$ cat src/design/fp16as_pkg.sv
package fp16as_pkg;

    localparam logic [15:0] QNAN_BITS = 16'h7E00;
    localparam logic [14:0] INF_BITS  = 15'h7C00;

    typedef struct packed {
        logic        mode;
        logic [15:0] first_operand;
        logic [15:0] second_operand;
        logic        last_in;
    } in_beat_t;

    typedef struct packed {
        logic [15:0] result_value;
        logic        overflow;
        logic        last_out;
    } out_beat_t;

    // Magnitude of finite value in units of 2^-24 (max 0x7FF << 29 -> 40 bits).
    function automatic logic [40:0] unit_mag(input logic [14:0] h);
        logic [4:0]  e;
        logic [40:0] m;
        begin
            e = h[14:10];
            m = {31'd0, h[9:0]};
            if (e == 5'd0)
                unit_mag = m;
            else
                unit_mag = (m | 41'd1024) << (e - 5'd1);
        end
    endfunction

endpackage

$ cat src/design/fp16as_round.sv
module fp16as_round (
    input  logic        clk,
    input  logic        rst_n,
    input  logic        in_vld,
    input  logic [41:0] mag,
    input  logic        sign,
    input  logic        special,
    input  logic [15:0] special_res,
    input  logic        last,
    output logic        out_vld,
    output fp16as_pkg::out_beat_t out_beat
);
    import fp16as_pkg::*;

    // stage A: leading-one position
    logic        a_vld_reg;
    logic [41:0] a_mag_reg;
    logic        a_sign_reg, a_spec_reg, a_last_reg;
    logic [15:0] a_sres_reg;
    logic [5:0]  a_top_reg;
    logic [5:0]  top_next;

    always_comb
    begin
        top_next = 6'd0;
        for (int i = 0; i < 42; i++)
        begin
            if (mag[i])
                top_next = 6'(i);
        end
    end

    always_ff @(posedge clk or negedge rst_n)
    begin
        if (!rst_n)
            a_vld_reg <= 1'b0;
        else
            a_vld_reg <= in_vld;
    end

    always_ff @(posedge clk)
    begin
        a_mag_reg  <= mag;
        a_sign_reg <= sign;
        a_spec_reg <= special;
        a_sres_reg <= special_res;
        a_last_reg <= last;
        a_top_reg  <= top_next;
    end

    // stage B: shift and round
    logic        b_vld_reg;
    logic [15:0] b_res_reg;
    logic        b_last_reg;
    logic [15:0] res_next;
    logic [5:0]  shift;
    logic [41:0] keep, rem, halfway, lowmask;
    logic [11:0] k;
    logic [5:0]  e;

    always_comb
    begin
        shift    = a_top_reg - 6'd10;
        e        = shift + 6'd1;
        keep     = a_mag_reg >> shift;
        lowmask  = (42'd1 << shift) - 42'd1;
        rem      = a_mag_reg & lowmask;
        halfway  = (shift == 6'd0) ? 42'd0 : (42'd1 << (shift - 6'd1));
        k        = {1'b0, keep[10:0]};
        if (shift != 6'd0 && (rem > halfway || (rem == halfway && keep[0])))
            k = k + 12'd1;
        if (k == 12'd2048)
        begin
            k = 12'd1024;
            e = e + 6'd1;
        end
        if (a_spec_reg)
            res_next = a_sres_reg;
        else if (a_mag_reg == 42'd0)
            res_next = {a_sign_reg, 15'd0};
        else if (a_mag_reg < 42'd1024)
            res_next = {a_sign_reg, 5'd0, a_mag_reg[9:0]};
        else if (e >= 6'd31)
            res_next = {a_sign_reg, INF_BITS};
        else
            res_next = {a_sign_reg, e[4:0], k[9:0]};
    end

    always_ff @(posedge clk or negedge rst_n)
    begin
        if (!rst_n)
            b_vld_reg <= 1'b0;
        else
            b_vld_reg <= a_vld_reg;
    end

    always_ff @(posedge clk)
    begin
        b_res_reg  <= res_next;
        b_last_reg <= a_last_reg;
    end

    assign out_vld               = b_vld_reg;
    assign out_beat.result_value = b_res_reg;
    assign out_beat.overflow     = (b_res_reg[14:0] == INF_BITS);
    assign out_beat.last_out     = b_last_reg;
endmodule

$ cat src/design/fp16_vector_add_sub_core.sv
// channel | signals                     | rule
// in      | start, busy, in_beat        | beat taken when start && !busy
// out     | strobe, out_beat            | beat valid one cycle, no backpressure
// Registered stages: align, add, leading-one, round.
// One beat per cycle; busy is always low.
// Async active-low reset clears valid bits only.
module fp16_vector_add_sub_core (
    input  logic                  clk,
    input  logic                  rst_n,
    input  logic                  start,
    output logic                  busy,
    input  fp16as_pkg::in_beat_t  in_beat,
    output logic                  strobe,
    output fp16as_pkg::out_beat_t out_beat
);
    import fp16as_pkg::*;

    assign busy = 1'b0;

    // stage 1: decode and align
    logic        s1_vld_reg;
    logic [40:0] s1_ma_reg, s1_mb_reg;
    logic        s1_sa_reg, s1_sb_reg, s1_spec_reg, s1_last_reg;
    logic [15:0] s1_sres_reg;
    logic        sa, sb, as, bs, an, bn, spec;
    logic [15:0] sres;
    logic [15:0] a, b;

    always_comb
    begin
        a    = in_beat.first_operand;
        b    = in_beat.second_operand;
        sa   = a[15];
        sb   = b[15] ^ in_beat.mode;
        as   = &a[14:10];
        bs   = &b[14:10];
        an   = as && (a[9:0] != 10'd0);
        bn   = bs && (b[9:0] != 10'd0);
        spec = as || bs;
        if (an || bn)
            sres = QNAN_BITS;
        else if (as && bs)
            sres = (sa == sb) ? {sa, INF_BITS} : QNAN_BITS;
        else if (as)
            sres = {sa, INF_BITS};
        else
            sres = {sb, INF_BITS};
    end

    always_ff @(posedge clk or negedge rst_n)
    begin
        if (!rst_n)
            s1_vld_reg <= 1'b0;
        else
            s1_vld_reg <= start;
    end

    always_ff @(posedge clk)
    begin
        s1_ma_reg   <= unit_mag(a[14:0]);
        s1_mb_reg   <= unit_mag(b[14:0]);
        s1_sa_reg   <= sa;
        s1_sb_reg   <= sb;
        s1_spec_reg <= spec;
        s1_sres_reg <= sres;
        s1_last_reg <= in_beat.last_in;
    end

    // stage 2: signed-magnitude add
    logic        s2_vld_reg;
    logic [41:0] s2_mag_reg;
    logic        s2_sign_reg, s2_spec_reg, s2_last_reg;
    logic [15:0] s2_sres_reg;
    logic [41:0] mag_next;
    logic        sign_next;

    always_comb
    begin
        if (s1_sa_reg == s1_sb_reg)
        begin
            mag_next  = {1'b0, s1_ma_reg} + {1'b0, s1_mb_reg};
            sign_next = s1_sa_reg;
        end
        else if (s1_ma_reg >= s1_mb_reg)
        begin
            mag_next  = {1'b0, s1_ma_reg - s1_mb_reg};
            sign_next = (s1_ma_reg == s1_mb_reg) ? 1'b0 : s1_sa_reg;
        end
        else
        begin
            mag_next  = {1'b0, s1_mb_reg - s1_ma_reg};
            sign_next = s1_sb_reg;
        end
    end

    always_ff @(posedge clk or negedge rst_n)
    begin
        if (!rst_n)
            s2_vld_reg <= 1'b0;
        else
            s2_vld_reg <= s1_vld_reg;
    end

    always_ff @(posedge clk)
    begin
        s2_mag_reg  <= mag_next;
        s2_sign_reg <= sign_next;
        s2_spec_reg <= s1_spec_reg;
        s2_sres_reg <= s1_sres_reg;
        s2_last_reg <= s1_last_reg;
    end

    fp16as_round u_round (
        .clk         (clk),
        .rst_n       (rst_n),
        .in_vld      (s2_vld_reg),
        .mag         (s2_mag_reg),
        .sign        (s2_sign_reg),
        .special     (s2_spec_reg),
        .special_res (s2_sres_reg),
        .last        (s2_last_reg),
        .out_vld     (strobe),
        .out_beat    (out_beat)
    );

`ifndef SYNTHESIS
    a_lat: assert property (@(posedge clk) disable iff (!rst_n)
        start |-> ##4 strobe)
        else $error("strobe latency broken");
    a_ovf: assert property (@(posedge clk) disable iff (!rst_n)
        strobe && out_beat.overflow |-> out_beat.result_value[14:10] == 5'h1F)
        else $error("overflow without infinity");
    a_last: assert property (@(posedge clk) disable iff (!rst_n)
        start |-> ##4 (out_beat.last_out == $past(in_beat.last_in, 4)))
        else $error("last mark lost");
`endif
endmodule
$ cat config.mk
export PLATFORM = sky130hd
export DESIGN_NAME = fp16_vector_add_sub_core
export DESIGN_NICKNAME = d
export VERILOG_FILES = /design/src/design/fp16as_pkg.sv /design/src/design/fp16as_round.sv /design/src/design/fp16_vector_add_sub_core.sv
export SDC_FILE = /design/constraint.sdc
export NUM_CORES = 1
export LEC_CHECK = 0
export BUFFER_PORTS_ARGS = -buffer_cell sky130_fd_sc_hd__buf_2
export CAP_MARGIN = 10
export CORE_UTILIZATION = 40
export CTS_BUF_LIST = sky130_fd_sc_hd__clkbuf_8
export DETAILED_ROUTE_END_ITERATION = 12
export PLACE_DENSITY_LB_ADDON = 0.12
export SKIP_LAST_GASP = 1
export SLEW_MARGIN = 20
export SYNTH_ARGS = -nofsm -noshare
export SYNTH_HDL_FRONTEND = slang
export SYNTH_HIERARCHICAL = 1
export SYNTH_SLANG_ARGS = --single-unit
$ cat constraint.sdc
create_clock -name clk -period 9.4 [get_ports clk]
set_input_delay 1.41 -clock clk [delete_from_list [all_inputs] [get_ports clk]]
set_output_delay 1.41 -clock clk [all_outputs]
set_load 0.03 [all_outputs]
==> out/metrics.yaml, run 1 <==
place_hpwl_mm: 66.82
hp-class: "reg -> reg"
fillers: 5231
synth_top_family_by_area: "compound AO/OA/AOI/OAI gates"
layout_setup_ws_ns: 1.416
worstMarginPinSlew_ns: 0.9821
multiInputGateArea_um2: 14920
post_cts_buffers: 0
numCtsBuffers: 39
synthFlopType: "dfxtp_1"
r2r_slack_ns: 1.42
ioPinCount: 57
syn_inst: 2678
p_leak_nw: 9.085
synth-simple-area-share_pct: 21.26
dpl_worst_slack_ns: 1.526
antenna_cells: 0
p_per_area_nw_per_um2: 368.6
reg2reg_to: "u_round/b_res_reg[12]"
drc_errors: 0
synth_seq_cells: 223
cts_buffer_depth: 3
cp-end-kind: "register"
synth_adder_area_share_pct: 11.73
grtUsageTotal_pct: 31.41
num_vias: 20790
post_cts_resized: 0
cts.sinks: 223
fp.coreArea_um2: 50480
cp_top_family: "simple AND/OR/NAND/NOR gates"
async_reset_ff_share_pct: 1.794
cp-start-kind: "register"
antenna_found_initial: 1
routedWlPerCell_um: 25.08
finalCriticalPeriod_ns: 7.984
synth_edf_count: 0
grt_max_degree: 53
drive_gt1_share_pct: 9.377
synth_area_um2: 20570
min_from: "s2_mag_reg[22]"
ys_warn_count: 6
viasPerCell: 6.168
first_iter_violations: 1710
min_delay_worst_endpoint: "u_round/a_mag_reg[22]"
hold_buffers: 0
reg2reg_from: "u_round/a_top_reg[1]"
synthXorXnorAreaFrac_pct: 3.698
finalSetupViolCount: 0
routed_wl_mm: 84.53
htreeDepth: 2
firstDrtPassIters: 7
syn2layout_area_growth_pct: 7.992
ir_drop_mv: 0.1605
ant_nets: 0
grt_pass1_vias: 20150
crit_buf_inv: 2
slew-limit-headroom_pct: 34.29
critPathSlowestCell: "dfxtp_2"
num_rows: 82
cp.required_ns: 9.90
clockRootBuffer: "clkbuf_8"
status: "complete, no violations"
regArea_um2: 4487
synthMuxAreaShare_pct: 9.945
synth_seq_area_share_pct: 21.80
grt_pass1_wl_mm: 125.1
timing.fmax_mhz: 125.2
gp_congestion: 1.046
tritoncts: "yes"
die_x_um: 228.8
max_stage_delay_ns: 0.69
drv_cap: 0
slew_viol_final: 0
fin_area_um2: 22220
grt_overflow_total: 0
skew_ns: 0.08068
port_buffers: 55
die_h_um: 228.8
synth_area_per_cell_um2: 7.681
timing_worst_setup_path_type: "reg -> reg"
arrival_ns: 8.48
final_nets: 2898
holdPathStages: 0
grt_setup_unrepaired: "no"
post-route-period-util_pct: 84.94
critPathMaxFanout: 46
hold_viol: 0
synth_compound_area_share_pct: 25.30
die_area_um2: 52340
synth.distinct_cells: 94
clk_pin_slew_worst_paths_ns: 0.09
rr_worst_depth: 27
insertion_delay_ns: 0.63
initial_core_util_pct: 40.75
fin_setup_tns_ns: 0
place_area_um2: 21350
## cell usage after synthesis, types with 18 or more instances
cell	n	area, um^2
a211oi_1	34	255.2
a21boi_0	27	202.7
a21o_1	24	180.2
a21oi_1	246	1231
a31oi_1	31	193.9
and2_1	33	206.5
and3_1	21	131.4
clkbuf_1	102	382.9
dfxtp_1	219	4384
ha_1	188	2352
inv_1	158	593.1
mux2_2	22	247.7
mux2i_1	70	700.7
mux4_2	44	991.0
nand2_1	257	964.7
nand2b_1	18	112.6
nand3_1	90	450.4
nand4_1	45	281.5
nor2_1	259	972.2
nor2b_1	30	187.7
nor3_1	55	275.3
nor4_1	38	237.7
o211ai_1	21	157.7
o21a_1	23	172.7
o21ai_0	176	880.8
o21bai_1	37	277.8
o22ai_1	27	168.9
o31ai_1	23	172.7
or3_1	20	125.1
xnor2_1	65	569.3
xor2_1	20	175.2
## cell usage in the layout, fill, tap and decap left out, types with 34 or more instances in the layout
master,instances
ha_1,187
o21bai_1,37
inv_1,167
xnor2_1,64
a21oi_1,246
nor2_1,258
mux4_2,44
dfxtp_1,217
nor3_1,55
mux2i_1,70
a211oi_1,34
buf_2,55
nand4_1,45
nor4_1,38
nand3_1,90
clkbuf_8,49
o21ai_0,175
nand2_1,257
## where the power goes
group | internal [mW] | switching, mW | total, mW
logic | 2.05 | 3.48 | 5.53
clock network | 0.555 | 0.425 | 0.980
registers | 1.22 | 0.467 | 1.68
## through the flow
step | power [mW] | utilization, % | hold slack, ns | cells
floorplan | 5.394 | - | 0.3096 | 2691
global placement | 7.094 | 42.30 | 0.3098 | 3301
detailed placement | 7.067 | 42.30 | 0.3121 | 3301
CTS | 8.071 | 43.99 | 0.2805 | 3370
global route | 8.659 | 44.01 | 0.2984 | 3370
finish | 8.189 | 44.01 | 0.2845 | 3370
## worst max path at each step
stage / start / endpoint / slack, ns / cells after the start
floorplan: u_round/a_top_reg[1] / u_round/b_res_reg[12] / 2.29 / 31
global placement: u_round/a_top_reg[1] / u_round/b_res_reg[12] / 1.60 / 25
detailed placement: u_round/a_top_reg[1] / u_round/b_res_reg[12] / 1.53 / 25
CTS: u_round/a_top_reg[1] / u_round/b_res_reg[12] / 1.50 / 25
global route: u_round/a_top_reg[1] / u_round/b_res_reg[13] / 0.88 / 25
finish: u_round/a_top_reg[1] / u_round/b_res_reg[12] / 1.42 / 27
## kinds of logic after synthesis
logic type | Yosys count
AOI/OAI and AO/OA | 809
xor gates and xnor gates | 86
adders and majority gates | 191
buffers and inverters | 308
DFF | 223
muxes | 141
other | 2
and+or+nand+nor | 918
## per-layer routing
metal / routed length, um / up-vias / track usage (%) / share of wire (%)
li1: - / 9742 / - / -
met5: 0 / - / 0 / 0
met1: 32980 / 9938 / 36.18 / 39
met3: 4793 / 227 / 3.630 / 5.7
met4: 6064 / 0 / 20.71 / 7.2
met2: 40690 / 879 / 54.83 / 48
## cell type report
class                      count  area share, %
clock inverter                20         0.8110
multi-input combinational   2160          67.18
tap                          672          3.785
clock buffer                  49          3.036
inverter                     160          2.703
sequential                   223          20.20
timing repair buffer          86          2.287
Power figures use the tool's default switching activity.
==> run 2: changes to the inputs <==
--- a/config.mk
+++ b/config.mk
@@ -5,6 +5,7 @@
 export SDC_FILE = /design/constraint.sdc
 export NUM_CORES = 1
 export LEC_CHECK = 0
+export ABC_AREA = 1
 export BUFFER_PORTS_ARGS = -buffer_cell sky130_fd_sc_hd__buf_2
 export CAP_MARGIN = 10
 export CORE_UTILIZATION = 40
==> constraint.sdc (replaced) <==
create_clock -name clk -period 8.3 [get_ports clk]
set_input_delay 1.245 -clock clk [delete_from_list [all_inputs] [get_ports clk]]
set_output_delay 1.245 -clock clk [all_outputs]
set_load 0.03 [all_outputs]
==> out/metrics.yaml, run 2 <==
initial_core_util_pct: 40.70  # was 40.75%
skew_ns: 0.04563  # was 0.08068 ns
crit_path_frequent_cell: "nand2_1"
layout_commonest_cell: "nand2_1"  # was nor2_1
grt_max_degree: 73  # was 53
drc_errors: 0  # unchanged
cts.sinks: 223  # unchanged
synthTopCellsByCount: "1,168 x nand2_1, 620 x inv_1, 459 x nor2_1, 253 x o21ai_0, 222 x nand3_1"  # was 259 x nor2_1, 257 x nand2_1, 246 x a21oi_1, 219 x dfxtp_1, 188 x ha_1
ys_warn_count: 6  # unchanged
reg2reg_to: "u_round/b_res_reg[10]"  # was u_round/b_res_reg[12]
final_cell_mix: "1,168 x nand2_1, 629 x inv_1, 459 x nor2_1"  # was 258 x nor2_1, 257 x nand2_1, 246 x a21oi_1
synth_area_leaders: "dfxtp_1 19%, nand2_1 19%, ha_1 10%"  # was dfxtp_1 21%, ha_1 11%, a21oi_1 6.0%
fin_setup_tns_ns: 0  # unchanged
holdPathStages: 0  # unchanged
slew_viol_final: 0  # unchanged
num_rows: 87  # was 82
dpl_worst_slack_ns: 1.100  # was 1.526 ns
firstDrtPassIters: 6  # was 7
clockRootBuffer: "clkbuf_8"  # unchanged
critPathMaxFanout: 17  # was 46
synth_area_um2: 23040  # was 20,570 um^2
min_from: "s2_spec_reg"  # was s2_mag_reg[22]
min_delay_worst_endpoint: "u_round/a_spec_reg"  # was u_round/a_mag_reg[22]
final_nets: 4192  # was 2,898
grt_pass1_vias: 23610  # was 20,150
async_reset_ff_share_pct: 1.794  # unchanged
synth_most_common_cell: "nand2_1"  # was nor2_1
fp.coreArea_um2: 56600  # was 50,480 um^2
synth.distinct_cells: 76  # was 94
hold_slack_ns: 0.3178  # was 0.2845 ns
fillers: 6482  # was 5,231
first_iter_violations: 1924  # was 1,710
clk_pin_slew_worst_paths_ns: 0.06  # was 0.09 ns
routedWlPerCell_um: 20.12  # was 25.08 um
worstMarginPinSlew_ns: 1.094  # was 0.9821 ns
grt-busiest-layer: "met2"  # unchanged
timing_worst_setup_path_type: "reg -> reg"  # unchanged
post_cts_resized: 0  # unchanged
synthFlopType: "dfxtp_1"  # unchanged
arrival_ns: 7.76  # was 8.48 ns
grt_overflow_total: 0  # unchanged
antenna_found_initial: 1  # unchanged
synth_seq_area_share_pct: 19.46  # was 21.80%
die_x_um: 242.0  # was 228.8 um
cp.depth: 44  # was 27
synth_top_area_share_pct: 19.03  # was 21.31%
synth_edf_count: 0  # unchanged
ir_drop_mv: 0.3059  # was 0.1605 mV
grtUsageTotal_pct: 31.95  # was 31.41%
slew-limit-headroom_pct: 27.10  # was 34.29%
yosys.area.top_type: "dfxtp_1"  # unchanged
htreeDepth: 2  # unchanged
gp_congestion: 1.049  # was 1.046
grtUsageMet2_pct: 56.12  # was 54.83%
crit_buf_inv: 10  # was 2
syn2layout_area_growth_pct: 7.087  # was 7.992%
use_met1_pct: 36.59  # was 36.18%
p_leak_nw: 12.95  # was 9.085 nW
num_vias: 24860  # was 20,790
post-route-period-util_pct: 87.47  # was 84.94%
die_area_um2: 58560  # was 52,340 um^2
r2r_slack_ns: 1.04  # was 1.42 ns
numCtsBuffers: 41  # was 39
finalCriticalPeriod_ns: 7.260  # was 7.984 ns
critPathSlowestCell: "a21oi_2"  # was dfxtp_2
place_hpwl_mm: 80.37  # was 66.82 mm
reg2reg_from: "u_round/a_top_reg[1]"  # unchanged
cp.required_ns: 8.80  # was 9.90 ns
hold_viol: 0  # unchanged
cp-start-kind: "register"  # unchanged
grt_setup_unrepaired: "no"  # unchanged
insertion_delay_ns: 0.64  # was 0.63 ns
layout_setup_ws_ns: 1.040  # was 1.416 ns
die_h_um: 242.0  # was 228.8 um
tritoncts: "yes"  # unchanged
cp-end-kind: "register"  # unchanged
port_buffers: 55  # unchanged
post_cts_buffers: 0  # unchanged
met3_usage_pct: 2.836  # was 3.630%
synth_area_per_cell_um2: 5.822  # was 7.681 um^2
grt_pass1_wl_mm: 141.1  # was 125.1 mm
p_per_area_nw_per_um2: 399.5  # was 368.6 nW/um^2
hold_buffers: 0  # unchanged
timing.fmax_mhz: 137.7  # was 125.2 MHz
cp_top_family: "simple AND/OR/NAND/NOR gates"  # unchanged
ant_nets: 0  # unchanged
rr_worst_depth: 44  # was 27
drv_cap: 0  # unchanged
power_mw: 9.857  # was 8.189 mW
routed_wl_mm: 95.65  # was 84.53 mm
ioPinCount: 57  # unchanged
max_stage_delay_ns: 0.65  # was 0.69 ns
finalSetupViolCount: 0  # unchanged
hp-class: "reg -> reg"  # unchanged
viasPerCell: 5.230  # was 6.168
status: "complete, no violations"  # unchanged
cts_buffer_depth: 3  # unchanged
drive_gt1_share_pct: 6.857  # was 9.377%
synth_seq_cells: 223  # unchanged
syn_inst: 3957  # was 2,678
run 2: worst max-delay path by stage:
stage	endpoint	from
2_1_floorplan	u_round/b_res_reg[2]	u_round/a_top_reg[1]
3_3_place_gp	u_round/b_res_reg[12]	u_round/a_top_reg[1]
3_5_place_dp	u_round/b_res_reg[10]	u_round/a_top_reg[1]
4_1_cts	u_round/b_res_reg[10]	u_round/a_top_reg[1]
5_1_grt	u_round/b_res_reg[12]	u_round/a_top_reg[2]
6_report	u_round/b_res_reg[10]	u_round/a_top_reg[1]
run 2: where the power goes:
group          internal, mW  total (mW)  switching (mW)
combinational          2.10        7.04            4.94
clock                 0.625        1.13           0.504
sequential             1.38        1.68           0.305
run 2: area by class of cell:
type | instances | area, um^2 | area share [%]
multi-input cells | 2983 | 15540 | 63.00
flip-flops and latches | 223 | 4486 | 18.18
inverters | 648 | 2445 | 9.909
well taps | 756 | 945.9 | 3.834
clock buffers | 47 | 646.9 | 2.622
repair buffers | 67 | 365.4 | 1.481
clock inverters | 28 | 237.7 | 0.9635
diodes | 1 | 2.502 | 0.01014
run 2: kinds of logic after synthesis:
| logic type | after synthesis | synth area share [%] |
|---|---|---|
| flip-flops | 223 | 19.46 |
| multiplexers | 18 | 0.7874 |
| AND/OR/NAND/NOR | 2080 | 38.46 |
| other | 2 | 0.03260 |
| adder cells (fa/ha/maj) | 191 | 10.47 |
| buffers and inverters | 764 | 13.39 |
| AO/OA/AOI/OAI | 619 | 14.93 |
| XOR/XNOR | 60 | 2.460 |
run 2: routing by layer:
layer  wire length (um)  share of wire (%)
met1              37750                 39
met2              45710                 48
met5                  0                  0
met4               7411                7.7
met3               4772                5.0
run 2: per-stage QoR:
stage / utilization [%] / cells / area, um^2
floorplan: - / 3970 / 23090
global placement: 42.02 / 4677 / 23790
detailed placement: 42.02 / 4677 / 23790
CTS: 43.58 / 4752 / 24670
global route: 43.59 / 4753 / 24670
finish: 43.59 / 4753 / 24670
